--- src/design/axis_deadzone_power_curve_macros.svh ---
// ---------------------------------------------------------------------------
// axis dead zone power curve assertion macros
// shared concurrent assertion forms, clocked on clk, disabled in rst
// ---------------------------------------------------------------------------
`ifndef AXIS_DEADZONE_POWER_CURVE_MACROS_SVH
`define AXIS_DEADZONE_POWER_CURVE_MACROS_SVH

// same-cycle implication
`define ADZPC_ASSERT_NOW(name, pre, post, msg) \
  name: assert property (@(posedge clk) disable iff (rst) (pre) |-> (post)) else $error(msg);

// next-cycle implication
`define ADZPC_ASSERT_NEXT(name, pre, post, msg) \
  name: assert property (@(posedge clk) disable iff (rst) (pre) |=> (post)) else $error(msg);

`endif

--- src/design/adzpc_pkg.sv ---
// ---------------------------------------------------------------------------
// adzpc_pkg
// shared types and constants of the axis dead zone power curve
// ---------------------------------------------------------------------------
`default_nettype none

package adzpc_pkg;

  // register indexes of the config port
  localparam logic [1:0] CFG_DEAD_ZONE = 2'd0;
  localparam logic [1:0] CFG_CURVE_EXP = 2'd1;
  localparam logic [1:0] CFG_OUT_GAIN  = 2'd2;

  // flags that ride along with every word
  typedef struct packed {
    logic in_dz;  // sample fell inside the dead zone
    logic neg;    // result is negated
    logic one;    // power forced to one
    logic zero;   // power forced to zero
  } ctl_t;

  // round(2^30 * 2^-(2^-k)), k = 1..16
  localparam logic [29:0] EXP2_FRAC [16] = '{
    30'd759250125,  30'd902905651,  30'd984625594,  30'd1028218693,
    30'd1050733751, 30'd1062175491, 30'd1067942999, 30'd1070838486,
    30'd1072289173, 30'd1073015252, 30'd1073378477, 30'd1073560135,
    30'd1073650976, 30'd1073696399, 30'd1073719111, 30'd1073730468
  };

  localparam logic [30:0] R_ONE = 31'h4000_0000;

endpackage

`default_nettype wire

--- src/design/adzpc_exp_stage.sv ---
// ---------------------------------------------------------------------------
// adzpc_exp_stage
// one exp2 fraction step: multiply by a table entry when the bit is set
// ---------------------------------------------------------------------------
`default_nettype none

module adzpc_exp_stage (
  input  wire logic             clk,
  input  wire logic             rst,
  input  wire logic             en,
  input  wire logic             v_in,
  input  wire adzpc_pkg::ctl_t  ctl_in,
  input  wire logic [30:0]      r_in,
  input  wire logic [15:0]      f_in,
  input  wire logic [4:0]       n_in,
  input  wire logic [29:0]      coef,
  output logic                  v_out,
  output adzpc_pkg::ctl_t       ctl_out,
  output logic [30:0]           r_out,
  output logic [15:0]           f_out,
  output logic [4:0]            n_out
);

  logic [60:0] prod;

  assign prod = {30'b0, r_in} * {31'b0, coef};

  always_ff @(posedge clk) begin
    if (rst) begin
      v_out <= 1'b0;
    end else if (en) begin
      v_out <= v_in;
    end
  end

  always_ff @(posedge clk) begin
    if (en) begin
      ctl_out <= ctl_in;
      n_out   <= n_in;
      f_out   <= {f_in[14:0], 1'b0};
      r_out   <= f_in[15] ? prod[60:30] : r_in;
    end
  end

endmodule

`default_nettype wire

--- config.mk ---
export PLATFORM = sky130hd
export DESIGN_NAME = adzpc_exp_stage
export DESIGN_NICKNAME = d
export VERILOG_FILES = /design/src/design/axis_deadzone_power_curve_macros.svh /design/src/design/adzpc_pkg.sv /design/src/design/adzpc_exp_stage.sv
export SDC_FILE = /design/constraint.sdc
export NUM_CORES = 2
export LEC_CHECK = 0
export BUFFER_PORTS_ARGS = -buffer_cell sky130_fd_sc_hd__buf_2
export CORE_UTILIZATION = 40
export DETAILED_ROUTE_END_ITERATION = 16
export GPL_TIMING_DRIVEN = 0
export PLACE_DENSITY_LB_ADDON = 0.08
export SKIP_CTS_REPAIR_TIMING = 1
export SLEW_MARGIN = 30
export SYNTH_ARGS = -nofsm -noshare
export SYNTH_HDL_FRONTEND = slang
export SYNTH_SLANG_ARGS = --single-unit
--- constraint.sdc ---
create_clock -name clk -period 21 [get_ports clk]
set_clock_uncertainty 0.15 [all_clocks]
set_input_delay 4.2 -clock clk [delete_from_list [all_inputs] [get_ports clk]]
set_output_delay 4.2 -clock clk [all_outputs]
set_load 0.005 [all_outputs]
After elaboration in Yosys (flattened, before gate mapping) --
Index checks and enable logic that the tools add are counted.
Word-level totals: flip-flop bits (word level) 56
Operators by class: multiply operators 1, mux-type cells 1
Operators by type and width (count):
- 31-bit by 30-bit multiplier with 61-bit output | 1
- 31-bit 2-to-1 mux | 1

Logic depth before layout (Yosys ltp) --
depth in word-level cells 2, depth in mapped cells 28, mapped depth without buffers 27

Worst setup path after synthesis --
Ideal clock, no wire load.
kind input -> register, from in r_in[13], to reg r_out[30], data pin, buffers on the path 1, arrival time 10.781 ns, data required time 20.589 ns, setup slack 9.808 ns, setup time 0.261 ns, stages 26, cell sequence clkbuf_1 and2_1 fa_1 fa_1 fa_1 inv_1 fa_1 inv_1 fa_1 inv_1 fa_1 inv_1 fa_1 inv_1 fa_1 inv_1 ha_1 nand2_1 or4_4 nor2_2 nand4bb_1 a21bo_1 a21bo_1 a21boi_4 o21ai_1 a221o_1
Between the ends: longest elaborated chain between the ends 2
Ends and longest elaborated chain:
- start, declared | RTL line adzpc_exp_stage.sv:13 | input wire logic [30:0] r_in,
- 31-bit by 30-bit multiplier with 61-bit output | RTL line adzpc_exp_stage.sv:26 | assign prod = {30'b0, r_in} * {31'b0, coef};
- 31-bit 2-to-1 mux | RTL line adzpc_exp_stage.sv:41 | r_out <= f_in[15] ? prod[60:30] : r_in;
- end signal, assigned | RTL line adzpc_exp_stage.sv:41
- end, declared | RTL line adzpc_exp_stage.sv:19 | output logic [30:0] r_out,
Every way passes these cells. A chain may end at the register's enable or synchronous reset.

Worst setup path in the final report --
from in coef[7], to reg r_out[28], data pin
Between the ends: longest elaborated chain between the ends 2
Ends and longest elaborated chain:
- start, declared | RTL line adzpc_exp_stage.sv:16 | input wire logic [29:0] coef,
- 31-bit by 30-bit multiplier with 61-bit output | RTL line adzpc_exp_stage.sv:26
- 31-bit 2-to-1 mux | RTL line adzpc_exp_stage.sv:41
Every way passes these cells.

==> results.ini <==
[final_layout]
seq_area_mm2 = 0.00167
fillers = 8176
multi_input_area_mm2 = 0.0264
syn_to_final_growth_pct = 7.19
stdcell_count = 4661
nNetsFinal = 4745
drive_above_1_share_pct = 5.88

[clock_network]
cts.sinks = 56
cts_buffer_depth = 2
numCtsBuffers = 5
ctsHtreeMaxLevel = 2
cts_root_buf = clkbuf_16
clkTransAtPathRegs_ns = 0.07
cts_tree = built
insertion_delay_ns = 0.30

[synth]
netlist_top_cells_area = fa_1 50%, and2_1 11%, inv_1 9.9%
synthTopCellsByCount = 842 x inv_1, 807 x fa_1, 540 x and2_1
postSynthCellCount = 3447
ys.flop_type = edfxtp_1
yosysSeqAreaShare_pct = 5.22
syn-num-nets = 4590
synth_edf_count = 55
synth_area_mm2 = 0.0320
synth.distinct_cells = 71
yosysWarnings = 0
async_reset_ff_share_pct = 0
yosys.area.top_type = fa_1
synth_area_per_cell_um2 = 9.28
synth.top_cell.area_share_pct = 50.5
yosysMostFrequentCell = inv_1
yosys_register_bits = 56

[sta]
fmax_mhz = 77.1
whs_ns = 0.370
fin_tns_setup_ns = 0
fin_ws_ns = 8.03
relSlewSlack_pct = 24.7
worstMarginPinSlew_ns = 1.13
finalCriticalPeriod_ns = 12.97
setup_viol = 0
hold_violations = 0
slew_viol_final = 0
fin_crit_sh_pct = 61.8
rsz0062_at_grt = no

[route]
wl_per_cell_um = 26.5
drt-pass1-iter-count = 7
via_count = 24200
routed_wl_mm = 124
drtAntennaViolNets = 0
drc_errors = 0
viasPerCell = 5.20
drt_iter0_drc = 1807

[placed_design]
dp_slack_ns = 7.89
place_hpwl_mm = 103
gp_routability_congestion = 0.981
portBuffers = 145
dp_cells = 4643

[worst_hold_path]
hp-class = register to register

[floorplan]
chipHeight_um = 285
pin_count = 147
rows = 103
start_util_pct = 40.4
die_x_um = 285
dieArea_mm2 = 0.0811
core_area_mm2 = 0.0791

[critical_path]
crit_family = adder cells
cpPeakStageDelay_ns = 0.86
crit_path_frequent_cell = fa_1
critPathRequiredTime_ns = 20.90
arrival_ns = 12.87
rrSetupSlack_ns = 20.25
critPathCaptureType = register
crit_path_top_delay_cell = clkbuf_1
critPathMaxFanout = 10
path_buf_inv = 6
critPathLaunchType = input pin
criticalPathCategory = input pin to register

[run]
maxCapViolCount = 0

[global_routing]
antenna_found_initial = 18
grt_usage_pct = 31.0
grt_pass1_vias = 25300
gr-total-overflow = 0
grt_max_degree = 57
grt_pass1_wl_mm = 178

[status]
status = finished clean

## state kept, by name, indices dropped and copies added (netlist names)
register / cells
r_out: 31
n_out: 5
f_out: 15
v_out: 1
ctl_out: 4
## cells by family (layout without fill, tap and decap cells)
family | after synthesis | after routing | synth area share [%]
simple gates | 1083 | 1083 | 17.5
fa+ha+maj | 1053 | 1053 | 60.1
buf+inv | 1044 | 1200 | 12.3
compound gates | 175 | 175 | 3.84
flops | 56 | 56 | 5.22
xor+xnor | 19 | 19 | 0.520
mux | 16 | 16 | 0.555
other cells | 1 | 9 | 0.0117
## per-layer routing
layer	routed length [um]	up-vias	global-route usage, %
met1	49100	12700	40.2
met4	7090	8	14.2
met2	58300	930	50.9
met5	61	-	0
li1	-	10300	-
met3	9130	231	4.90
## stage by stage
step	utilization [%]	cell area (um2)
2_1_floorplan	-	32000
3_3_place_gp	43.0	34000
3_5_place_dp	43.1	34100
4_1_cts	43.3	34300
5_1_grt	43.3	34300
6_report	43.4	34300
## worst reg2reg max path, cell delays in order, from the launching register on
cell	delay [ns]
dfxtp_1	0.32
mux2i_1	0.13
nor2_1	0.05
## cell type report
| class | instances | area share (%) |
|---|---|---|
| well taps | 1050 | 3.83 |
| clock buffers | 5 | 0.365 |
| clock inverters | 3 | 0.124 |
| diodes | 8 | 0.0584 |
| flip-flops and latches | 56 | 4.87 |
| repair buffers | 148 | 2.22 |
| multi-input cells | 2347 | 77.0 |
| inverters | 843 | 9.22 |
| plain buffers | 201 | 2.32 |
## worst paths after layout
kind          endpoint  startpoint  depth (start not counted)
min reg2reg      v_out       v_out                          2
min              v_out       v_out                          2
max          r_out[28]     coef[7]                         25
max reg2reg      v_out       v_out                          2
## layout by cell type (no fill, tap or decap), drive strengths merged, types with 3 or more instances in the layout
cell type / count
a221o: 4
o211ai: 4
a211oi: 6
o31ai: 4
a21o: 35
xor2: 5
a2111oi: 3
a31oi: 6
or3: 3
o21ai: 30
diode: 8
buf: 151
nand2: 440
edfxtp: 55
xnor2: 14
nand2b: 7
a21boi: 4
nor3: 12
nand4: 13
and3: 10
ha: 246
nand3: 12
nor2: 29
a211o: 5
and2: 540
nor2b: 8
fa: 807
a21oi: 43
clkbuf: 203
mux2: 14
inv: 842
o311ai: 9
Power is not shown: default switching activity piles up to over one toggle a cycle in this logic, so the estimate is an artifact.
