[src/design/axis_deadzone_power_curve_macros.svh]
// ---------------------------------------------------------------------------
// axis dead zone power curve assertion macros
// shared concurrent assertion forms, clocked on clk, disabled in rst
// ---------------------------------------------------------------------------
`ifndef AXIS_DEADZONE_POWER_CURVE_MACROS_SVH
`define AXIS_DEADZONE_POWER_CURVE_MACROS_SVH

// same-cycle implication
`define ADZPC_ASSERT_NOW(name, pre, post, msg) \
  name: assert property (@(posedge clk) disable iff (rst) (pre) |-> (post)) else $error(msg);

// next-cycle implication
`define ADZPC_ASSERT_NEXT(name, pre, post, msg) \
  name: assert property (@(posedge clk) disable iff (rst) (pre) |=> (post)) else $error(msg);

`endif

[src/design/adzpc_out_buf.sv]
// ---------------------------------------------------------------------------
// adzpc_out_buf
// two-entry output buffer, parts pipeline advance from downstream ready
// ---------------------------------------------------------------------------
`default_nettype none

`include "axis_deadzone_power_curve_macros.svh"

module adzpc_out_buf #(
  parameter int W = 27
) (
  input  wire logic          clk,
  input  wire logic          rst,
  input  wire logic          push,
  input  wire logic [W-1:0]  din,
  output logic               room,
  output logic               out_valid,
  input  wire logic          out_ready,
  output logic [W-1:0]       dout
);

  logic [W-1:0] mem [2];
  logic [1:0]   count;
  logic [1:0]   count_next;
  logic         wr_ptr;
  logic         rd_ptr;
  logic         pop;

  assign pop       = out_valid && out_ready;
  assign out_valid = count != 2'd0;
  assign room      = count != 2'd2;
  assign dout      = mem[rd_ptr];

  always_comb begin
    count_next = count;
    if (push && !pop) begin
      count_next = count + 2'd1;
    end else if (pop && !push) begin
      count_next = count - 2'd1;
    end
  end

  always_ff @(posedge clk) begin
    if (rst) begin
      count  <= 2'd0;
      wr_ptr <= 1'b0;
      rd_ptr <= 1'b0;
    end else begin
      count <= count_next;
      if (push) begin
        wr_ptr <= ~wr_ptr;
      end
      if (pop) begin
        rd_ptr <= ~rd_ptr;
      end
    end
  end

  always_ff @(posedge clk) begin
    if (push) begin
      mem[wr_ptr] <= din;
    end
  end

  `ADZPC_ASSERT_NOW(a_count_range, 1'b1, count != 2'd3, "buffer count out of range")
  `ADZPC_ASSERT_NOW(a_no_push_full, push, count != 2'd2, "push into full buffer")
  `ADZPC_ASSERT_NEXT(a_pop_drains, pop && !push, count == $past(count) - 2'd1, "pop lost")

endmodule

`default_nettype wire

[config.mk]
export PLATFORM = sky130hd
export DESIGN_NAME = adzpc_out_buf
export DESIGN_NICKNAME = d
export VERILOG_FILES = /design/src/design/adzpc_out_buf.sv
export VERILOG_INCLUDE_DIRS = /design/src /design/src/design
export SDC_FILE = /design/constraint.sdc
export NUM_CORES = 1
export LEC_CHECK = 0
export ABC_AREA = 1
export BUFFER_PORTS_ARGS = -buffer_cell sky130_fd_sc_hd__buf_4
export CORE_MARGIN = 1.5
export CORE_UTILIZATION = 55
export DETAILED_ROUTE_END_ITERATION = 10
export PLACE_DENSITY = 0.93
export SYNTH_ARGS = -nofsm -noshare
export SYNTH_HDL_FRONTEND = slang
export SYNTH_SLANG_ARGS = --single-unit
[constraint.sdc]
create_clock -name clk -period 3.4 [get_ports clk]
set_input_delay 0.34 -clock clk [delete_from_list [all_inputs] [get_ports clk]]
set_output_delay 0.34 -clock clk [all_outputs]
set_load 0.005 [all_outputs]
**After elaboration in Yosys (flattened, before gate mapping)**

Memory sizes are Yosys's and may differ from the RTL's. A register that Yosys moved wholly into a read port is not among the register bits.
Cells that the tools add are included.

- Register bits after elaboration: 4
- Bits in writable memories: 54
- Output and inout bits: 29
- Logic and storage cells: 22
- Memories kept: 1

Memories:

| memory | depth | width | read ports | clocked after memory_dff | wr ports | RTL line | source |
|---|---|---|---|---|---|---|---|
| mem | 2 | 27 | 1 | 1 | 1 | adzpc_out_buf.sv:22 | `logic [W-1:0] mem [2];` |

- $add $sub $neg: 2
- Eq/ne operators: 1
- Muxes and demuxes: 6
- Bitwise gates (word level): 2
- Reduce and logical (&&, ||, !) cells: 7

Operators with widths:

| operator | number |
|---|---|
| 1-bit two-way mux | 4 |
| 2-bit two-way mux | 2 |
| 2-bit nonzero test | 2 |
| 1-bit logical AND | 3 |
| 2-bit by 1-bit adder with 2-bit output, second input constant | 1 |
| 1-bit zero test | 2 |
| 2-bit inequality test, second input constant | 1 |
| 1-bit NOT | 2 |
| 2-bit by 1-bit subtractor with 2-bit output, second input constant | 1 |

**Logic depth before layout (Yosys ltp)**

- Word-level depth: 5
- Depth in mapped cells: 10
- Depth with buffers taken out: 10

**Least setup slack after synthesis**

OpenSTA, ideal clock, no wires.

- Path type: in2reg
- From: input port push
- To: memory mem[0][0] (enable)
- Library setup time: 411 ps
- Data arrival time: 1,521 ps
- Path slack: 1,468 ps
- Stages on the path: 2
- Buffers on the path: 0
- Cell sequence: inv_1 > nor2_1

- Word-level cells in the longest chain between the ends: 2

RTL lines:

| item | RTL line | source |
|---|---|---|
| start, declared | adzpc_out_buf.sv:14 | `input wire logic push,` |
| 1-bit two-way mux | adzpc_out_buf.sv:60 | `if (push) begin` |
| 1-bit two-way mux (implied by the code) | adzpc_out_buf.sv:61 | `mem[wr_ptr] <= din;` |
| end, declared | adzpc_out_buf.sv:22 |  |

No other way between the ends.

==> results.cfg <==
[clock_network]
numCtsBuffers = 9
post-cts-setup-buffers = 0
cts.repair.resized = 0
cts_buffer_depth = 2
clock_sinks = 59
cts_tree = yes
cts_max_level = 3
clkLatencyLatePin_ns = 0.32
clk_pin_slew_ns = 0.06
hold_buffers = 0
cts-root-buf = clkbuf_8

[global_routing]
grt_start_max_net_pins = 29
grt_first_pass_wirelength_mm = 5.70
grt_util_met1_pct = 19.8
gr-usage-met2_pct = 30.8
met3_usage_pct = 5.83
grt_use_total_pct = 18.3
antenna_found_initial = 0
overflow = 0
grt_pass1_vias = 1247
grt_busiest_layer = met2

[placement]
hpwl_mm = 2.61
gp_congestion = 0.667
placed_area_um2 = 2750
place_inst = 226
portBuffers = 59

[sta]
fin_hold_ws_ns = 0.200
worstMarginPinSlew_ns = 1.09
rsz0062_at_grt = no
fmax_mhz = 477
slew_viol_final = 0
fin_skew_ns = 0.00438
fin_crit_sh_pct = 61.7
final-setup-viol-count = 0
fin_crit_ns = 2.10
setup_tns_ns = 0
finalHoldViolations = 0
relSlewSlack_pct = 27.1

[yosys]
synth_area_leaders = edfxtp_1 71%, mux2_4 13%, dfxtp_1 4.4%, mux2_2 3.5%, buf_12 1.8%
ys_ff_latch = 59
syn-cell-area_um2 = 2280
synth.distinct_cells = 15
syn-num-nets = 151
netlist_instances = 119
yosys_warnings = 0
synth.avg_cell_area_um2 = 19.2
synth_top_cell_by_area = edfxtp_1
ys_seq_area_share_pct = 75.4
synth_top_area_share_pct = 71.0

[setup_path]
slowest_delay_ns = 0.88
crit_arrival_ns = 1.76
crit_family = flip-flops
critPathBufInv = 1
r2r_end = mem[1][23]$_DFFE_PP_
endpoint_kind = primary output
crit_type = reg2out
r2r-start = wr_ptr$_SDFFE_PP0P_
critPathSlowestCell = dfxtp_2
cp_max_fo = 27
r2r_cells = 2
cp_cell_sequence = mux2_2 > buf_4
regToRegSetupSlack_ns = 1.79
start_kind = flip-flop
cp.required_ns = 3.06

[run]
drv_cap = 0

[layout]
multi_input_area_um2 = 483
nFillCells = 246
final_layout_size_suffix_gt1_share_pct = 53.6
register_area_um2 = 1720
finalNonFillerCells = 242
final_nets = 219
syn2layout_area_growth_pct = 28.4
fin_area_um2 = 2930
n_antenna_cell = 0

[floorplanning]
start_util_pct = 57.1
die_w_um = 67.4
coreArea_um2 = 4000
die_area_um2 = 4550
pin_count = 60
rows = 23
die-height_um = 67.4

[drt]
totalWireLength_mm = 3.78
vias = 1227
initialDrtViolationCount = 76
routedWlPerCell_um = 15.6
via_per_inst = 5.07
ant_nets = 0
drcViolationCount = 0
dr.pass1.iters = 4

[power_and_ir_drop]
power_density_nw_per_um2 = 579
vdd.ir_drop.worst_v = 0.000372
power_w = 0.00170
power_leakage_nw = 1.19

[outcome]
status = finished clean

[hold_path]
hold_class = in2reg
holdCritStartpoint = rst
worstHoldPathCells = 2
hold_end = wr_ptr$_SDFFE_PP0P_
[final cells by class]
cell class	instances	area share [%]
Clock inverter	6	1.92
Sequential cell	59	58.7
Multi-Input combinational cell	49	16.5
Inverter	8	1.02
Timing Repair Buffer	60	15.4
Clock buffer	10	4.35
Tap cell	50	2.13
[logic make-up (layout without fill, tap and decap cells)]
logic type / Yosys count / in the layout / synth area share, %
AOI/OAI and AO/OA: 3 / 3 / 0.657
adders and majority gates: 1 / 1 / 0.548
buffers and inverters: 11 / 84 / 3.56
DFF: 59 / 59 / 75.4
muxes: 27 / 27 / 16.6
and+or+nand+nor: 18 / 18 / 3.23
[cell usage after synthesis]
cell / count
nor3_1: 1
dfxtp_1: 5
ha_1: 1
a21oi_1: 2
nand3_1: 2
nor2_1: 5
o21ai_0: 1
mux2_4: 20
inv_1: 8
mux2_2: 7
edfxtp_1: 54
buf_6: 1
nand4_1: 1
buf_12: 2
nand2_1: 9
[stage by stage]
stage / util (%) / worst slack (ns)
after floorplan: - / 1.47
after global placement: 68.7 / 1.65
after detailed placement: 68.7 / 1.63
after CTS: 73.3 / 1.29
after global routing: 73.3 / 1.22
final: 73.3 / 1.30
[power breakdown]
part	switching (W)	internal, W	leakage (nW)
clock network	0.000247	0.000332	0.0935
logic	0.0000887	0.000154	0.549
registers	0.0000365	0.000841	0.549
total	0.000372	0.00133	1.19
[per-layer routing]
| layer | vias up | wire length [um] |
|---|---|---|
| li1 | 580 | - |
| met3 | 8 | 236 |
| met5 | - | 0 |
| met1 | 588 | 1480 |
| met2 | 51 | 2010 |
| met4 | 0 | 54 |
[layout by cell type (no fill, tap or decap)]
cell type / Yosys / final
edfxtp_1: 54 / 54
nor3_1: 1 / 1
dfxtp_2: 0 / 1
mux2_2: 7 / 7
clkbuf_8: 0 / 9
clkinvlp_4: 0 / 1
o21ai_0: 1 / 1
nand2_1: 9 / 9
ha_1: 1 / 1
buf_4: 0 / 60
inv_1: 8 / 8
clkbuf_1: 0 / 1
a21oi_1: 2 / 2
bufinv_16: 0 / 1
nor2_1: 5 / 4
clkinv_1: 0 / 1
dfxtp_1: 5 / 4
clkinv_2: 0 / 3
nand3_1: 2 / 2
mux2_4: 20 / 20
nand4_1: 1 / 1
nor2_2: 0 / 1
[state kept, by name (all words and copies together), names as in the netlist, named ones only]
signal  count
count       2
mem        54
wr_ptr      1
rd_ptr      1
[how the worst max path moves through the flow]
| stage | start | endpoint | slack, ns | cells after the start |
|---|---|---|---|---|
| floorplan | push | mem[0][0]$_DFFE_PP_ | 1.47 | 2 |
| global placement | flip-flop | dout[19] | 1.65 | 2 |
| detailed placement | flip-flop | dout[24] | 1.63 | 2 |
| CTS | flip-flop | dout[19] | 1.29 | 2 |
| global route | flip-flop | dout[24] | 1.22 | 2 |
| finish | flip-flop | dout[24] | 1.30 | 2 |
(Power assumes the default switching activity.)
