$ cat config.mk
export PLATFORM = sky130hd
export DESIGN_NAME = adzpc_log_stage
export DESIGN_NICKNAME = d
export VERILOG_FILES = /design/src/design/axis_deadzone_power_curve_macros.svh /design/src/design/adzpc_pkg.sv /design/src/design/adzpc_log_stage.sv
export SDC_FILE = /design/constraint.sdc
export NUM_CORES = 2
export LEC_CHECK = 0
export BUFFER_PORTS_ARGS = -buffer_cell sky130_fd_sc_hd__buf_2
export CORE_UTILIZATION = 60
export CTS_CLUSTER_SIZE = 12
export DETAILED_ROUTE_END_ITERATION = 7
export PLACE_DENSITY_LB_ADDON = 0.2
export SYNTH_ARGS = -nofsm -noshare
export SYNTH_HDL_FRONTEND = slang
export SYNTH_SLANG_ARGS = --single-unit
$ cat constraint.sdc
create_clock -name clk -period 14.4 [get_ports clk]
set_input_delay 0.72 -clock clk [delete_from_list [all_inputs] [get_ports clk]]
set_output_delay 0.72 -clock clk [all_outputs]
set_load 0.02 [all_outputs]
$ cat src/design/axis_deadzone_power_curve_macros.svh
// ---------------------------------------------------------------------------
// axis dead zone power curve assertion macros
// shared concurrent assertion forms, clocked on clk, disabled in rst
// ---------------------------------------------------------------------------
`ifndef AXIS_DEADZONE_POWER_CURVE_MACROS_SVH
`define AXIS_DEADZONE_POWER_CURVE_MACROS_SVH

// same-cycle implication
`define ADZPC_ASSERT_NOW(name, pre, post, msg) \
  name: assert property (@(posedge clk) disable iff (rst) (pre) |-> (post)) else $error(msg);

// next-cycle implication
`define ADZPC_ASSERT_NEXT(name, pre, post, msg) \
  name: assert property (@(posedge clk) disable iff (rst) (pre) |=> (post)) else $error(msg);

`endif

$ cat src/design/adzpc_pkg.sv
// ---------------------------------------------------------------------------
// adzpc_pkg
// shared types and constants of the axis dead zone power curve
// ---------------------------------------------------------------------------
`default_nettype none

package adzpc_pkg;

  // register indexes of the config port
  localparam logic [1:0] CFG_DEAD_ZONE = 2'd0;
  localparam logic [1:0] CFG_CURVE_EXP = 2'd1;
  localparam logic [1:0] CFG_OUT_GAIN  = 2'd2;

  // flags that ride along with every word
  typedef struct packed {
    logic in_dz;  // sample fell inside the dead zone
    logic neg;    // result is negated
    logic one;    // power forced to one
    logic zero;   // power forced to zero
  } ctl_t;

  // round(2^30 * 2^-(2^-k)), k = 1..16
  localparam logic [29:0] EXP2_FRAC [16] = '{
    30'd759250125,  30'd902905651,  30'd984625594,  30'd1028218693,
    30'd1050733751, 30'd1062175491, 30'd1067942999, 30'd1070838486,
    30'd1072289173, 30'd1073015252, 30'd1073378477, 30'd1073560135,
    30'd1073650976, 30'd1073696399, 30'd1073719111, 30'd1073730468
  };

  localparam logic [30:0] R_ONE = 31'h4000_0000;

endpackage

`default_nettype wire

$ cat src/design/adzpc_log_stage.sv
// ---------------------------------------------------------------------------
// adzpc_log_stage
// one squaring step of the log2 fraction, one fraction bit per stage
// ---------------------------------------------------------------------------
`default_nettype none

module adzpc_log_stage (
  input  wire logic             clk,
  input  wire logic             rst,
  input  wire logic             en,
  input  wire logic             v_in,
  input  wire adzpc_pkg::ctl_t  ctl_in,
  input  wire logic [30:0]      m_in,
  input  wire logic [15:0]      frac_in,
  input  wire logic [3:0]       p_in,
  output logic                  v_out,
  output adzpc_pkg::ctl_t       ctl_out,
  output logic [30:0]           m_out,
  output logic [15:0]           frac_out,
  output logic [3:0]            p_out
);

  logic [61:0] sq;
  logic [31:0] s;

  assign sq = {31'b0, m_in} * {31'b0, m_in};
  assign s  = sq[61:30];

  always_ff @(posedge clk) begin
    if (rst) begin
      v_out <= 1'b0;
    end else if (en) begin
      v_out <= v_in;
    end
  end

  always_ff @(posedge clk) begin
    if (en) begin
      ctl_out  <= ctl_in;
      p_out    <= p_in;
      m_out    <= s[31] ? s[31:1] : s[30:0];
      frac_out <= {frac_in[14:0], s[31]};
    end
  end

endmodule

`default_nettype wire

# Yosys cells after proc, flatten, opt, wreduce, memory -nomap -nowiden
# Cells that the tools add are included.
# classes
n_mux	1
mul	1
# ops
op	n
$mul 31x31->62	1
$mux 30	1
# totals
output_inout_bits	56
word_cells	11
input_bits	59
ff_bits	56

# Longest topological paths before layout
# logic_depth
depth_word	2
mapped_depth	30

# Worst setup path before layout
# No wires, ideal clock.
# synth_timing
path_kind	input-to-reg
startpoint	input m_in[16]
endpoint	register m_out[1], data pin
setup_slack_ns	6.541
arrival_ns	7.596
setup_ns	0.262
path_stages	24
required_time_ns	14.138
n_path_buf	3
path_cell_list	clkbuf_1 clkbuf_1 nand2_1 fa_1 inv_1 fa_1 inv_1 fa_1 fa_1 inv_1 fa_1 fa_1 fa_1 fa_1 ha_1 nand2_1 a21o_1 a2111oi_0 o211ai_1 nand3_1 nand2_2 xnor2_4 buf_6 mux2_1
# synth_via
elab_chain_len	2
# synth_lines
item	line_no	text
from (decl)	adzpc_log_stage.sv:13	input wire logic [30:0] m_in,
$mul 31x31->62	adzpc_log_stage.sv:26	assign sq = {31'b0, m_in} * {31'b0, m_in};
$mux 30	adzpc_log_stage.sv:41	m_out <= s[31] ? s[31:1] : s[30:0];
to (signal assigned)	adzpc_log_stage.sv:41	
to (decl)	adzpc_log_stage.sv:18	output logic [30:0] m_out,
# No other way between the ends.
# A chain may end at the register's enable or synchronous reset.

# Final worst setup path
# layout_timing
startpoint	input m_in[15]
endpoint	register m_out[0], data pin
# Same word-level chain as after synthesis.

==> flow_metrics.tcl <==
set metrics [dict create \
    cts_buffers 5 \
    fin_hold_ws_ns 0.589 \
    crit_path_top_delay_cell "a2111oi_0" \
    slowest_delay_ns 0.82 \
    rows 80 \
    syn_area_um2 29200 \
    grt_max_degree 57 \
    clkSinkCount 56 \
    slew_headroom_pct 36.0 \
    min_from "v_out$_SDFFE_PP0P_" \
    wl_mm 69.2 \
    yosysSeqAreaShare_pct 5.73 \
    hold_path_end "v_out$_SDFFE_PP0P_" \
    die_h_um 223 \
    max_slew.worst_pin.slew_ns 0.961 \
    hold_path_depth 2 \
    ys_async_sr_fraction_pct 0 \
    final_cells 3678 \
    antenna_found_initial 1 \
    overflow 0 \
    r2r_start "v_out$_SDFFE_PP0P_" \
    hold_viol_final 0 \
    root_buffer "clkbuf_16" \
    grt_first_pass_wirelength_mm 115 \
    via_per_inst 5.46 \
    ff2ff_path_depth 2 \
    dieArea_um2 49500 \
    placed_cells 3668 \
    dr_wl_met2_mm 36.1 \
    period_share_pct 64.9 \
    cts_tree "done" \
    critPathMostFrequentCell "fa_1" \
    tns_ns 0 \
    layout_setup_ws_ns 5.06 \
    period_needed_ns 9.34 \
    crit_buf_inv 6 \
    crit_path_start "m_in[15]" \
    place_hpwl_mm 56.2 \
    postCtsSetupBuffers 0 \
    ios 115 \
    wl_met1_mm 26.1 \
    preCtsSetupSlack_ns 4.79 \
    critPathKind "in -> reg" \
    place_congestion 0.931 \
    regToRegEndpoint "v_out$_SDFFE_PP0P_" \
    grt_pass1_vias 22909 \
    first_iter_violations 1175 \
    core_um2 47800 \
    synth-seq-cells 56 \
    io_buffers 113 \
    synth_cell_type_count 68 \
    cp.required_ns 14.45 \
    netlist_instances 3043 \
    vias 20093 \
    clockBufferDepth 2 \
    synth.yosys.warnings 0 \
    cts_resized 0 \
    initial_core_util_pct 61.0 \
    drive_gt1_share_pct 5.10 \
    synthToLayoutAreaGrowth_pct 3.82 \
    routed.top_layer "met4" \
    fmax_mhz 107 \
    synth_top_area_share_pct 51.2 \
    first_pass_iters 6 \
    wl_met3_mm 4.03 \
    wl_per_cell_um 18.8 \
    cap_violations 0 \
    end_kind "flop" \
    cp_max_fo 31 \
    layout.nets 4135 \
    ant_nets 0 \
    status "finished, final reports clean" \
    insertion_delay_ns 0.29 \
    syn_area_per_cell_um2 9.59 \
    setup.worst_path.start_class "primary input" \
    synth_edf_count 55 \
    fill_cells 4005 \
    rrSetupSlack_ns 13.74 \
    hold_class "reg -> reg" \
    die_w_um 223 \
    netlist_top_cells_area "fa_1 51%, inv_1 12%, ha_1 12%" \
    path_cells "buf_2 > buf_4 > clkinv_1 > nor2_1 > fa_1 > fa_1 > inv_1 > fa_1 > fa_1 > inv_1 > fa_1 > fa_1 > fa_1 > fa_1 > ha_1 > a21oi_1 > a21o_1 > a2111oi_0 > o211ai_1 > nand3_1 > nand2_2 > xnor2_4 > buf_4 > mux2_2" \
    htree_levels 2 \
    finClkSkew_ns 0 \
    ys.flop_type "edfxtp_1" \
    cts.clk_slew.worst_paths_ns 0.07 \
    setup_viol_count_final 0 \
    drc_errors 0 \
    rsz0062_at_grt "no" \
    cp_top_family "adder cells" \
    syn_nets 4118 \
    cp.arrival_ns 9.39 \
    cts_hold_buf 0 \
    grtUsageTotal_pct 29.8 \
    synth_top_cell_by_area "fa_1" \
    final_max_slew_viol_count 0 \
]
-- area by class of cell --
class	instances	area (um^2)	share of cell area, %
tap	615	769	2.54
sequential	56	1670	5.52
clock inverter	3	23.8	0.0785
inverter	915	3430	11.3
multi-input combinational	1960	23600	78.0
clock buffer	5	125	0.413
antenna	2	5.00	0.0165
timing repair buffer	122	633	2.09
-- cells in the mapped netlist, types with 8 or more instances --
cell type    n
xor2_1      24
o21bai_1    11
nand3_1     12
nor3_1      12
mux2i_1     27
inv_1      914
xnor2_1     31
nor2b_1     11
a31oi_1      8
nand4_1     20
nor2_1      70
a21oi_1     72
ha_1       269
a21o_1      26
o211ai_1     8
fa_1       747
and3_1       8
nand2_1    308
o21ai_0     27
edfxtp_1    55
clkbuf_1   102
and2_1     189
-- registers in the layout, summed over array words and instances, names as in the netlist --
| register | count |
|---|---|
| frac_out | 16 |
| v_out | 1 |
| p_out | 4 |
| ctl_out | 4 |
| m_out | 31 |
-- cells in the final DEF (no fill, tap or decap), drive strengths merged, types with 6 or more instances in the layout --
cell type    n
inv        914
fa         747
nand2      309
ha         269
and2       189
buf        122
a21oi       73
nor2        70
edfxtp      55
xnor2       32
mux2i       27
o21ai       27
a21o        26
xor2        24
nand4       20
nor3        12
nand3       12
o21bai      12
nor2b       11
o211ai      10
mux2         9
and3         8
a31oi        8
or2          7
a31o         6
o31ai        6
-- tightest hold or removal path, stage by stage, from the launching register on --
cell	delay [ns]
dfxtp_1	0.33
mux2i_1	0.14
nor2_1	0.07
-- cells by family (layout without fill, tap and decap cells) --
| family | Yosys count | after routing | share of synthesized area (%) |
|---|---|---|---|
| flops | 56 | 56 | 5.73 |
| compound gates | 200 | 200 | 4.48 |
| buf+inv | 1027 | 1045 | 13.3 |
| mux | 36 | 36 | 1.30 |
| simple gates | 652 | 652 | 10.7 |
| fa+ha+maj | 1016 | 1016 | 62.8 |
| other cells | 0 | 2 | 0 |
| xor+xnor | 56 | 56 | 1.75 |
-- layer usage --
metal,GRT usage (%),up-vias
met3,3.56,175
met1,37.1,10333
met4,11.0,0
met2,53.4,664
met5,0,-
li1,-,8921
-- how the worst max path moves through the flow --
stage / to / slack, ns / cells after the start
finish: m_out[0]$_DFFE_PP_ / 5.06 / 24
global route: m_out[2]$_DFFE_PP_ / 4.67 / 24
CTS: m_out[0]$_DFFE_PP_ / 5.10 / 24
detailed placement: m_out[29]$_DFFE_PP_ / 4.79 / 24
global placement: m_out[0]$_DFFE_PP_ / 4.89 / 24
floorplan: m_out[1]$_DFFE_PP_ / 6.54 / 24
-- per-stage QoR --
step           utilization, %  instance area (um^2)
2_1_floorplan               -                 29200
3_3_place_gp             63.0                 30100
3_5_place_dp             63.0                 30100
4_1_cts                  63.3                 30300
5_1_grt                  63.3                 30300
6_report                 63.3                 30300
Power is not shown: default switching activity piles up to over one toggle a cycle in this logic, so the estimate is an artifact.
