**config.mk**
```make
export PLATFORM = sky130hd
export DESIGN_NAME = adzpc_div_stage
export DESIGN_NICKNAME = d
export VERILOG_FILES = /design/src/design/axis_deadzone_power_curve_macros.svh /design/src/design/adzpc_pkg.sv /design/src/design/adzpc_div_stage.sv
export SDC_FILE = /design/constraint.sdc
export NUM_CORES = 1
export LEC_CHECK = 0
export ABC_AREA = 1
export BUFFER_PORTS_ARGS = -buffer_cell sky130_fd_sc_hd__buf_2
export CAP_MARGIN = 40
export CORE_UTILIZATION = 42
export DETAILED_ROUTE_END_ITERATION = 10
export PLACE_DENSITY = 0.76
export RECOVER_POWER = 25
export SYNTH_ARGS = -nofsm -noshare
export SYNTH_HDL_FRONTEND = slang
export SYNTH_SLANG_ARGS = --single-unit
```
**constraint.sdc**
```tcl
create_clock -name clk -period 1.5 [get_ports clk]
set_input_delay 0.3 -clock clk [delete_from_list [all_inputs] [get_ports clk]]
set_output_delay 0.3 -clock clk [all_outputs]
set_load 0.02 [all_outputs]
```
**src/design/axis_deadzone_power_curve_macros.svh**
```systemverilog
// ---------------------------------------------------------------------------
// axis dead zone power curve assertion macros
// shared concurrent assertion forms, clocked on clk, disabled in rst
// ---------------------------------------------------------------------------
`ifndef AXIS_DEADZONE_POWER_CURVE_MACROS_SVH
`define AXIS_DEADZONE_POWER_CURVE_MACROS_SVH

// same-cycle implication
`define ADZPC_ASSERT_NOW(name, pre, post, msg) \
  name: assert property (@(posedge clk) disable iff (rst) (pre) |-> (post)) else $error(msg);

// next-cycle implication
`define ADZPC_ASSERT_NEXT(name, pre, post, msg) \
  name: assert property (@(posedge clk) disable iff (rst) (pre) |=> (post)) else $error(msg);

`endif

```
**src/design/adzpc_pkg.sv**
```systemverilog
// ---------------------------------------------------------------------------
// adzpc_pkg
// shared types and constants of the axis dead zone power curve
// ---------------------------------------------------------------------------
`default_nettype none

package adzpc_pkg;

  // register indexes of the config port
  localparam logic [1:0] CFG_DEAD_ZONE = 2'd0;
  localparam logic [1:0] CFG_CURVE_EXP = 2'd1;
  localparam logic [1:0] CFG_OUT_GAIN  = 2'd2;

  // flags that ride along with every word
  typedef struct packed {
    logic in_dz;  // sample fell inside the dead zone
    logic neg;    // result is negated
    logic one;    // power forced to one
    logic zero;   // power forced to zero
  } ctl_t;

  // round(2^30 * 2^-(2^-k)), k = 1..16
  localparam logic [29:0] EXP2_FRAC [16] = '{
    30'd759250125,  30'd902905651,  30'd984625594,  30'd1028218693,
    30'd1050733751, 30'd1062175491, 30'd1067942999, 30'd1070838486,
    30'd1072289173, 30'd1073015252, 30'd1073378477, 30'd1073560135,
    30'd1073650976, 30'd1073696399, 30'd1073719111, 30'd1073730468
  };

  localparam logic [30:0] R_ONE = 31'h4000_0000;

endpackage

`default_nettype wire

```
**src/design/adzpc_div_stage.sv**
```systemverilog
// ---------------------------------------------------------------------------
// adzpc_div_stage
// one restoring division step, one quotient bit per stage
// ---------------------------------------------------------------------------
`default_nettype none

module adzpc_div_stage #(
  parameter int DenW = 9
) (
  input  wire logic              clk,
  input  wire logic              rst,
  input  wire logic              en,
  input  wire logic              v_in,
  input  wire adzpc_pkg::ctl_t   ctl_in,
  input  wire logic [DenW-1:0]   rem_in,
  input  wire logic [15:0]       q_in,
  input  wire logic [DenW-1:0]   den,
  output logic                   v_out,
  output adzpc_pkg::ctl_t        ctl_out,
  output logic [DenW-1:0]        rem_out,
  output logic [15:0]            q_out
);

  logic [DenW:0] t;
  logic [DenW:0] diff;
  logic          ge;

  assign t    = {rem_in, 1'b0};
  assign ge   = t >= {1'b0, den};
  assign diff = t - {1'b0, den};

  always_ff @(posedge clk) begin
    if (rst) begin
      v_out <= 1'b0;
    end else if (en) begin
      v_out <= v_in;
    end
  end

  always_ff @(posedge clk) begin
    if (en) begin
      ctl_out <= ctl_in;
      rem_out <= ge ? diff[DenW-1:0] : t[DenW-1:0];
      q_out   <= {q_in[14:0], ge};
    end
  end

endmodule

`default_nettype wire

```
; Yosys cells after proc, flatten, opt, wreduce, memory -nomap -nowiden
; Index checks and enable logic that the tools add are counted.
[classes]
n_lt_le_gt_ge = 1
n_addsub = 1
mux = 1
[ops]
columns = op, count
row1 = $ge 10x9->1, 1
row2 = $mux 9, 1
row3 = $sub 9x9->9, 1
[totals]
reg_bits = 30
in_bits = 42

; Depth between registers and ports, before layout
; Gate-level depths: netlist (run 1).
[depth]
ltp_word = 2
mapped_depth = 11

; Worst setup path after synthesis (run 1)
; OpenSTA, ideal clock, no wires.
[synth_path]
path_kind = input-to-reg
from = input port den[2]
to = register rem_out[7] (data pin)
cell_stages = 11
n_path_buf = 1
slack_ns = -0.098
setup_time_ns = 0.253
arrival_time_ns = 1.345
cell_sequence = inv_1 -> ha_1 -> buf_6 -> nand2_1 -> nor2_1 -> nand2_1 -> nand3_1 -> nand2_2 -> nand2_8 -> nand2_1 -> nand2_1
[synth_between]
elab_chain_len = 2
word_cells_on_any_way = 3
cone_classes = add/sub (1) / order compare (1) / mux (1)
[synth_lines]
columns = item, line
row1 = from (decl), adzpc_div_stage.sv:17  ; input wire logic [DenW-1:0] den,
row2 = $ge 10x9->1, adzpc_div_stage.sv:29  ; assign ge = t >= {1'b0, den};
row3 = named net ge, adzpc_div_stage.sv:26  ; logic ge;
row4 = $mux 9, adzpc_div_stage.sv:43  ; rem_out <= ge ? diff[DenW-1:0] : t[DenW-1:0];
row5 = to (signal assigned), adzpc_div_stage.sv:43
row6 = to (decl), adzpc_div_stage.sv:20  ; output logic [DenW-1:0] rem_out,
; The timed path passes the listed nets, and every way through them passes these cells.
; A chain may end at the register's enable or synchronous reset.

; Worst setup path in the final report (run 1)
[layout_path]
from = input port rem_in[4]
to = register rem_out[6] (data pin)
[layout_between]
elab_chain_len = 2
word_cells_on_any_way = 3
cone_classes = add/sub (1) / order compare (1) / mux (1)
[layout_lines]
columns = item, line
row1 = from (decl), adzpc_div_stage.sv:15  ; input wire logic [DenW-1:0] rem_in,
row2 = $ge 10x9->1, adzpc_div_stage.sv:29
row3 = named net ge, adzpc_div_stage.sv:26
row4 = $mux 9, adzpc_div_stage.sv:43
; The timed path passes the listed nets, and every way through them passes these cells.

==> results of run 1 <==
[per-stage QoR]
| step | instance area (µm²) | utilization, % | hold slack, ps | instances |
|---|---|---|---|---|
| after floorplan | 1740 | - | 372 | 161 |
| after global placement | 2360 | 68.0 | 461 | 305 |
| after detailed placement | 2360 | 68.0 | 478 | 305 |
| after CTS | 2480 | 71.4 | 192 | 314 |
| after global routing | 2510 | 72.4 | 185 | 315 |
| final | 2510 | 72.4 | 196 | 315 |
[routing by layer]
| metal | wire [µm] | GRT usage, % | vias to the layer above |
|---|---|---|---|
| li1 | - | - | 740 |
| met1 | 1500 | 23.9 | 636 |
| met2 | 1800 | 34.8 | 72 |
| met3 | 316 | 6.34 | 9 |
| met4 | 112 | 7.67 | 0 |
| met5 | 0 | 0 | - |
[worst max path at each step]
| stage | end | slack [ps] | cells past startpoint |
|---|---|---|---|
| 2_1_floorplan | rem_out[3] | -40 | 10 |
| 3_3_place_gp | rem_out[3] | -300 | 10 |
| 3_5_place_dp | rem_out[3] | -320 | 10 |
| 4_1_cts | rem_out[6] | -10 | 10 |
| 5_1_grt | rem_out[6] | -40 | 10 |
| 6_report | rem_out[6] | 20 | 11 |
[cell type report]
| class | count | area (µm²) | share of cell area (%) |
|---|---|---|---|
| Timing Repair Buffer | 100 | 576 | 22.9 |
| Multi-Input combinational cell | 102 | 785 | 31.2 |
| Sequential cell | 30 | 891 | 35.5 |
| Inverter | 29 | 121 | 4.83 |
| Clock buffer | 6 | 72.6 | 2.89 |
| Clock inverter | 2 | 8.76 | 0.349 |
| Tap cell | 46 | 57.6 | 2.29 |
[placed cells by master (no fill, tap or decap), types with 2 or more instances in the layout]
cell | Yosys | layout
a21oi_1 | 5 | 2
a21oi_2 | 0 | 2
buf_2 | 0 | 69
buf_4 | 0 | 30
clkbuf_8 | 0 | 5
edfxtp_1 | 29 | 29
ha_4 | 0 | 8
inv_1 | 29 | 25
inv_2 | 0 | 3
nand2_1 | 53 | 46
nand2_2 | 1 | 6
nand2_4 | 0 | 3
nand2_8 | 1 | 2
nand3_1 | 15 | 6
nand3_2 | 0 | 8
nand4_1 | 2 | 2
nor2_1 | 6 | 6
xor2_1 | 2 | 2
[Yosys cell counts]
| library cell | instances | share of area (%) |
|---|---|---|
| a21boi_0 | 1 | 0.48 |
| a21oi_1 | 5 | 1.6 |
| and2_1 | 1 | 0.40 |
| buf_6 | 2 | 1.4 |
| dfxtp_1 | 1 | 1.3 |
| edfxtp_1 | 29 | 55 |
| fa_1 | 1 | 1.3 |
| ha_1 | 9 | 7.2 |
| inv_1 | 29 | 6.9 |
| mux2i_1 | 1 | 0.64 |
| nand2_1 | 53 | 13 |
| nand2_2 | 1 | 0.40 |
| nand2_8 | 1 | 1.3 |
| nand3_1 | 15 | 4.8 |
| nand4_1 | 2 | 0.80 |
| nor2_1 | 6 | 1.4 |
| nor2_2 | 1 | 0.40 |
| xnor2_1 | 1 | 0.56 |
| xor2_1 | 2 | 1.1 |
[power groups by stage]
| stage | Combinational, W | Clock, W | Sequential [W] |
|---|---|---|---|
| after global routing | 0.000741 | 0.000638 | 0.00104 |
| after detailed placement | 0.000635 | 0 | 0.00105 |
| final | 0.000679 | 0.000575 | 0.00104 |
| after floorplan | 0.000253 | 0 | 0.00116 |
| after global placement | 0.000622 | 0 | 0.00105 |
| after CTS | 0.000655 | 0.000593 | 0.00104 |
[flip-flops by register name, summed over array words and instances, names as in the netlist]
| register | cells |
|---|---|
| q_out | 16 |
| v_out | 1 |
| rem_out | 9 |
| ctl_out | 4 |
[timing repair]
item,CTS,global route
setup endpoints to repair,8,9
resized for setup,5,15
pin swaps,1,4
cloned,1,1
[cells by family after synthesis]
| kind of cell | synth area share, % |
|---|---|
| buffers and inverters | 8.36 |
| muxes | 0.637 |
| DFF | 56.7 |
| AOI/OAI and AO/OA | 2.07 |
| adders and majority gates | 8.44 |
| and+or+nand+nor | 22.1 |
| xor gates and xnor gates | 1.67 |
==> impl_results.md, run 1 <==
* Flop pwr share at a little under half
* Synth cell types at 19
* Area growth syn-to-layout at 59.8%
* RePlAce Congestion at between 0.8 and 0.9
* Worst-path clk slew at approximately 60 ps
* Synth Instances at around 160
* Internal power at 0.00162 W
* Critical Path Sink Type: flop
* MaxCap Viol Count at 0
* Height of the die at 63.2 µm
* Routed Antenna Nets at 0
* Drt via density at 4.63
* HP Class: input port to flop
* Net count reported at finish at 320
* Post-Syn Area per Cell at 9.76 µm²
* Worst R2R Start: v_out
* HPWL after detailed placement at 2840 µm
* Worst R2R Setup Slack at approximately 900 ps
* Clk sinks at 30
* Hold EP: v_out
* Clock tree buffer depth at 2
* First-pass GRT wire length at between 6000 and 7000 µm
* Lkg Pwr at 1.26 nW
* Starting Density at 45.3%
* CP Max Fanout at 6
* Initial antenna violation count at 0
* Io pins at approximately 70
* Mapped Area at 1570 µm²
* Setup CP Type: input port to flop
* IO Port Bufs at 70
* Hold depth at 2
* Largest net degree at the start of global routing at 31
* Routed WL at about 3700 µm
* Final Hold Fails at 0
* Final Power at approximately 0.0023 W
* Cell count of the worst reg-to-reg path at 2
* Clock power frac at ~25%
* Share of cells above drive strength 1 at 53.5%
* Arrival time at the worst endpoint at around 1500 ps
* Peak VDD IR at ~410 µV
* Comb power frac at between 20% and 30%
* Unrepaired setup endpoints after global routing: true
* CTS H-tree depth at 2
* Worst Tran Pin Value at 691 ps
* Seq/Total Area, Yosys at between 50 and 60%
* 1st-iter DRT viols at 73
* P per Cell Area at around 900 nW/µm²
* Req. time, crit path at ~1500 ps
* Yosys Warn Count at 0
* Placement Setup Slack at -324 ps
* Switch Pwr at 0.000667 W
* Num rows at 21
* Max-slew violations at 0
* Final WS setup at approximately 19 ps
* Crit path max-delay family: simple AND/OR/NAND/NOR gates
* Sw Ratio at ~29%
* Worst Setup SP: rem_in[4]
* DR pass1 iterations at 4
* Crit path cell chain: buf_2 -> ha_4 -> buf_4 -> nand2_4 -> nand2_2 -> inv_2 -> nand3_4 -> nand2_8 -> nand2_8 -> nand2_2 -> nand2_1
* Worst setup SP type: input port
* CTS tree: built
* Crit share post-route at between 90% and 100%
* Synth Net Count at 213
* TNS Setup at 0 ps
* Crit path time final at 1480 ps
* CTS buffer count at 5
* Post-DR wirelength/cell at roughly 12 µm
* Final setup violating endpoints at 0
* Post-CTS Setup Bufs at 0
* Max_slew headroom at 54.0%
* Number of synthesized register bits at 30
* Crit path largest cell delay at 240 ps
* Insertion delay to the later sink of the worst-skew pair at 270 ps
* Total Routing Usage GR at between 20% and 30%
* Max Fclk at about 680 MHz
* Worst r2r dst: v_out
* Slowest cell on the critical path: ha_4
* Outcome: complete, no violations
* Buf/Inv on CP at 3
* GRT Residual Overflow at 0
* Layout Skew at 0 ps
* Core ar. at approximately 3500 µm²
* Clk root buf: clkbuf_8
* DRC viols at 0
* Die width at about 63 µm
* Routed via count at 1457
* Via count of the first global-routing pass at about 1300
* Post-CTS Hold Fix Bufs at 0
* Min-delay src: rst
* # fillers at between 200 and 300
* Die area at between 3000 and 4000 µm²
* Ant. Diodes at 0
(Power assumes the default switching activity.)
==> run 2, diff against run 1 <==
--- a/config.mk
+++ b/config.mk
@@ -5,12 +5,11 @@
 export SDC_FILE = /design/constraint.sdc
 export NUM_CORES = 1
 export LEC_CHECK = 0
-export ABC_AREA = 1
 export BUFFER_PORTS_ARGS = -buffer_cell sky130_fd_sc_hd__buf_2
 export CAP_MARGIN = 40
-export CORE_UTILIZATION = 42
+export CORE_UTILIZATION = 41
 export DETAILED_ROUTE_END_ITERATION = 10
-export PLACE_DENSITY = 0.76
+export PLACE_DENSITY = 0.75
 export RECOVER_POWER = 25
 export SYNTH_ARGS = -nofsm -noshare
 export SYNTH_HDL_FRONTEND = slang
==> run 2 against run 1 <==
The flow now finishes with violations (negative setup slack). Design area is 5.1% lower. Synthesized cell count is 32% lower. Die area is 2.2% lower. Core utilization is 2.7 points lower. Combinational power is 5.9% higher. Sequential power hardly changed. Largest power group unchanged. Highest routed layer unchanged.
==> impl_results.md, run 2 <==
* Outcome: complete, but fails checks
* Failing checks: negative setup slack
* Synth Instances at ~110
* Routed Antenna Nets at 0
* Worst-path clk slew at about 80 ps
* Starting Density at between 40% and 50%
* Clk root buf: clkbuf_4
* Insertion delay to the later sink of the worst-skew pair at a little over 300 ps
* Mapped Area at 1500 µm²
* HPWL after detailed placement at 2720 µm
* Clock tree buffer depth at 2
* Worst R2R Start: v_out
* Ant. Diodes at 0
* Placement Setup Slack at -700 ps
* GRT Residual Overflow at 0
* Synth Net Count at between 150 and 200
* Cell count of the worst reg-to-reg path at 2
* Post-DR wirelength/cell at 13.4 µm
* Routed WL at between 3000 and 4000 µm
* Ranking of synthesized cells by area: edfxtp_1, ha_1, mux2_4, inv_1, o21ai_0
* Die width at approximately 62 µm
* Crit share post-route at 118%
* Largest net degree at the start of global routing at 23
* Cell with the most instances after synthesis: edfxtp_1
* P per Cell Area at 909 nW/µm²
* Synth Flop Type: edfxtp_1
* Routed via count at around 1300
* Number of synthesized register bits at 30
* Area growth syn-to-layout at 58.9%
* Crit path max-delay family: simple AND/OR/NAND/NOR gates
* Total Routing Usage GR at between 10% and 20%
* Hold depth at 2
* Most frequent cells in the layout: buf_2, buf_4, edfxtp_1, inv_1, ha_4
* Req. time, crit path at approximately 1600 ps
* Arrival time at the worst endpoint at 1830 ps
* Max Fclk at roughly 570 MHz
* Worst R2R Setup Slack at 920 ps
* Height of the die at between 60 and 70 µm
* MaxCap Viol Count at 0
* Area leader, netlist: edfxtp_1
* Biggest register: q_out
* Worst setup SP type: input port
* Worst Setup SP: rem_in[0]
* Post-CTS Hold Fix Bufs at 0
* Worst Tran Pin Value at around 550 ps
* Critical path depth in cells at 9
* Max-slew violations at 0
* Seq/Total Area, Yosys at between 50% and 60%
* CTS tree: built
* Setup CP Type: input port to flop
* Initial antenna violation count at 0
* Hold WS at ~140 ps
* Worst r2r dst: v_out
* DR pass1 iterations at 4
* IO Port Bufs at 70
* Slowest cell on the critical path: fa_2
* Final Power at 0.00217 W
* Core ar. at about 3400 µm²
* TNS Setup at -1840 ps
* Final setup violating endpoints at 9
* Clk sinks at 30
* Buf/Inv on CP at 3
* Synth cell types at 37
* Post-Syn Area per Cell at between 10 and 15 µm²
* Via count of the first global-routing pass at about 1200
* Number of flops mapped to enable cells by yosys at 29
* Drt via density at about 4.9
* Crit path largest cell delay at 380 ps
* Final Hold Fails at 0
* RePlAce Congestion at roughly 0.85
* CTS buffer count at 5
* CTS H-tree depth at 2
* Net count reported at finish at 270
* First-pass GRT wire length at between 5000 and 6000 µm
* Unrepaired setup endpoints after global routing: true
* Commonest non-fill, non-tap cell in the layout: buf_2
* Io pins at 72
* Die area at 3900 µm²
* Share of the synthesized area in the top cell type at 58.1%
* Critical Path Sink Type: flop
* Largest register FFs at 16
* Peak VDD IR at about 350 µV
* CP Max Fanout at 5
* 1st-iter DRT viols at 57
* Placed insts at 251
* HP Class: input port to flop
* DRC viols at 0
* Yosys Warn Count at 0
* Crit path cell chain: buf_8 -> inv_4 -> fa_2 -> nand2b_4 -> a21oi_4 -> nor4b_4 -> or2_4 -> inv_6 -> mux2_4
* Non-Filler Instances at ~260
* Max_slew headroom at about 63%
* Critical path destination: rem_out[4]
* Ys async rst share at 0%
* Final WS setup at -266 ps
* Crit path time final at 1770 ps
* Share of cells above drive strength 1 at about 62%
* Post-synth top cells: edfxtp_1, inv_1, ha_1
* Layout Skew at 0 ps
* Lkg Pwr at approximately 1.1 nW
* Largest regs: q_out x16, rem_out x9, ctl_out x4
* Num rows at 21
-- run 2: changes by cell type in the layout (fill, tap and decap cells not counted), moves of 4 or more --
| cell | before | now |
|---|---|---|
| mux2_4 | 0 | 4 |
| nand2_1 | 46 | 2 |
| nand3_2 | 8 | 1 |
| o21ai_0 | 0 | 5 |
| inv_1 | 25 | 6 |
| clkbuf_8 | 5 | 0 |
| nand2_2 | 6 | 1 |
| clkbuf_4 | 0 | 5 |
| nand3_1 | 6 | 0 |
-- run 2: logic make-up (layout without fill, tap and decap cells) --
family | after synthesis | count (layout) | synth area share, %
adders and majority gates | 10 | 10 | 8.85
DFF | 30 | 30 | 59.4
and+or+nand+nor | 25 | 25 | 11.4
AOI/OAI and AO/OA | 23 | 23 | 9.85
buffers and inverters | 11 | 120 | 2.92
xor gates and xnor gates | 5 | 5 | 2.92
muxes | 5 | 5 | 4.67
-- run 2: layer usage --
metal  track usage [%]  routed length, µm  up-vias
met5                 0                  0        -
met4              7.85                 47        0
met3              7.30                295        4
met2              32.1               1800       66
met1              19.8               1380      599
li1                  -                  -      624
-- run 2: what timing repair did --
| item | in CTS | in global routing |
|---|---|---|
| gates resized for setup | 18 | 6 |
| endpoints found under the setup margin | 10 | 9 |
| pin swaps | 10 | 0 |
| setup buffers | 5 | 1 |
-- run 2: worst min path at each step --
stage | start | endpoint
3_3_place_gp | rst | v_out
2_1_floorplan | rst | v_out
5_1_grt | rst | v_out
3_5_place_dp | rst | v_out
4_1_cts | rst | v_out
6_report | rst | v_out
-- run 2: metrics by stage --
step	utilization [%]	cell area [µm²]
after CTS	68.9	2350
after global routing	69.7	2380
after floorplan	-	1570
final	69.7	2380
after global placement	64.0	2180
after detailed placement	64.0	2180
-- run 2: cell type report --
type                       count  area [µm²]
fill                         258        1030
sequential                    30         891
multi-input combinational     68         694
timing repair buffer         102         628
inverter                      11        63.8
tap                           46        57.6
clock buffer                   5        37.5
clock inverter                 2        10.0
-- run 2: where the power goes --
part	internal, W	switching, W	total (W)
sequential	0.00102	0.0000172	0.00104
combinational	0.000345	0.000374	0.000719
clock	0.000168	0.000239	0.000407
total	0.00154	0.000630	0.00217
==> run 3, diff against run 2 <==
--- a/config.mk
+++ b/config.mk
@@ -7,9 +7,9 @@
 export LEC_CHECK = 0
 export BUFFER_PORTS_ARGS = -buffer_cell sky130_fd_sc_hd__buf_2
 export CAP_MARGIN = 40
-export CORE_UTILIZATION = 41
+export CORE_UTILIZATION = 49
 export DETAILED_ROUTE_END_ITERATION = 10
-export PLACE_DENSITY = 0.75
+export PLACE_DENSITY = 0.84
 export RECOVER_POWER = 25
 export SYNTH_ARGS = -nofsm -noshare
 export SYNTH_HDL_FRONTEND = slang
==> constraint.sdc (replaced) <==
create_clock -name clk -period 2.25 [get_ports clk]
set_input_delay 0.45 -clock clk [delete_from_list [all_inputs] [get_ports clk]]
set_output_delay 0.45 -clock clk [all_outputs]
set_load 0.02 [all_outputs]
==> run 3 against run 2 <==
The flow finishes with violations (design-rule violations, max-capacitance violations). Worst hold slack better by 160 ps. Die area down 16%. Power decreased by 38%. Largest power group unchanged.
==> impl_results.md, run 3 (synthesis results as in run 2) <==
* Buf/Inv on CP at 3
* CTS buffer count at 5
* Clock tree buffer depth at 2
* Hold depth at 2
* Via count of the first global-routing pass at between 1000 and 1500
* Placement Setup Slack at -157 ps
* Min-delay src: rst
* DRC viols at 11
* Arrival time at the worst endpoint at 2130 ps
* Worst-path clk slew at 80 ps
* Worst setup SP type: input port
* Crit path largest cell delay at roughly 420 ps
* Clk sinks at 30
* Lkg Pwr at 0.957 nW
* MaxCap Viol Count at 1
* Outcome: complete, but fails checks
* Clk root buf: clkbuf_4
* Share of cells above drive strength 1 at roughly half
* Routed WL at 2950 µm
* Crit path cell chain: buf_2 -> inv_1 -> fa_1 -> nand2b_1 -> a21oi_2 -> nor4b_4 -> or2_4 -> inv_4 -> mux2_4
* Critical Path Sink Type: flop
* Ant. Diodes at 0
* 1st-iter DRT viols at 34
* Worst Tran Pin Value at between 1000 and 1500 ps
* CP Max Fanout at 5
* Worst Setup SP: rem_in[0]
* Drt via density at 5.21
* Num rows at 19
* HPWL after detailed placement at between 2000 and 2500 µm
* Insertion delay to the later sink of the worst-skew pair at 300 ps
* Max-slew violations at 0
* Final setup violating endpoints at 0
* CTS H-tree depth at 2
* Setup CP Type: input port to flop
* TNS Setup at 0 ps
* Starting Density at between 50% and 60%
* Largest register FFs at 16
* Post-DR wirelength/cell at around 13 µm
* Largest net degree at the start of global routing at 31
* Slowest cell on the critical path: fa_1
* Req. time, crit path at 2310 ps
* Largest regs: q_out x16, rem_out x9, ctl_out x4
* Worst R2R Start: v_out
* GRT Residual Overflow at 0
* Max_slew headroom at less than 1%
* Crit path time final at ~2100 ps
* Peak VDD IR at between 200 and 300 µV
* DR pass1 iterations at 8
* Crit path max-delay family: simple AND/OR/NAND/NOR gates
* Layout Skew at 0 ps
* Fin util at a little under three quarters
* Commonest non-fill, non-tap cell in the layout: buf_2
* Critical path depth in cells at 9
* Final Hold Fails at 0
* Die area at ~3300 µm²
* Initial antenna violation count at 0
* Crit share post-route at slightly above 90%
* P per Cell Area at between 600 and 700 nW/µm²
* Io pins at just over 70
* Net count reported at finish at roughly 250
* Biggest register: q_out
* Post-CTS Hold Fix Bufs at 0
* CTS tree: built
* Total Routing Usage GR at about a fifth
* Failing checks: design-rule violations, max-capacitance violations
* Area growth syn-to-layout at 34.7%
* Most frequent cells in the layout: buf_2, edfxtp_1, buf_4, inv_1, ha_1
* IO Port Bufs at 70
* HP Class: input port to flop
* Post-CTS Setup Bufs at 0
* First-pass GRT wire length at 4770 µm
* Unrepaired setup endpoints after global routing: false
* Cell count of the worst reg-to-reg path at 2
* Core ar. at between 2000 and 3000 µm²
* Routed Antenna Nets at 0
* Post-CTS Resized at 0
* Max Fclk at between 400 and 500 MHz
* Final WS setup at approximately 180 ps
* Die width at around 57 µm
* RePlAce Congestion at 0.875
* Routed via count at ~1200
* Height of the die at ~57 µm
[run 3: layer usage]
layer  vias to the layer above  global-route usage, %  wire length [µm]  part of all wire, %
li1                        584                      -                 -                    -
met2                        68                   36.0              1510                   51
met5                         -                      0                 0                    0
met4                         0                   9.41                66                  2.2
met3                         8                   8.62               361                   12
met1                       532                   19.0              1010                   34
[run 3: path summary, 6_finish.rpt]
kind | end | slack [ps]
worst max-delay path | rem_out[5] | 180
worst min-delay path | v_out | 290
worst max register to register | v_out | 1640
worst min register to register | v_out | 520
[run 3: where the power goes]
part	internal, W	switching, W	total, W
Combinational	0.000170	0.000210	0.000379
Sequential	0.000683	0.0000117	0.000694
Clock	0.000117	0.000156	0.000273
Total	0.000969	0.000377	0.00135
[run 3: metrics by stage]
stage	total power [W]	area (µm²)	std cells	hold WS, ps
after floorplan	0.000938	1500	109	522
after global routing	0.00143	2020	229	263
after global placement	0.00107	1970	221	468
after detailed placement	0.00109	1970	221	513
final	0.00135	2020	229	291
after CTS	0.00137	2020	229	272
[run 3: layout make-up]
| cell class | count | area, µm² |
|---|---|---|
| Clock buffer | 6 | 41.3 |
| Multi-Input combinational cell | 68 | 564 |
| Fill cell | 211 | 810 |
| Inverter | 11 | 43.8 |
| Sequential cell | 30 | 891 |
| Timing Repair Buffer | 81 | 432 |
| Tap cell | 31 | 38.8 |
| Clock inverter | 2 | 8.76 |
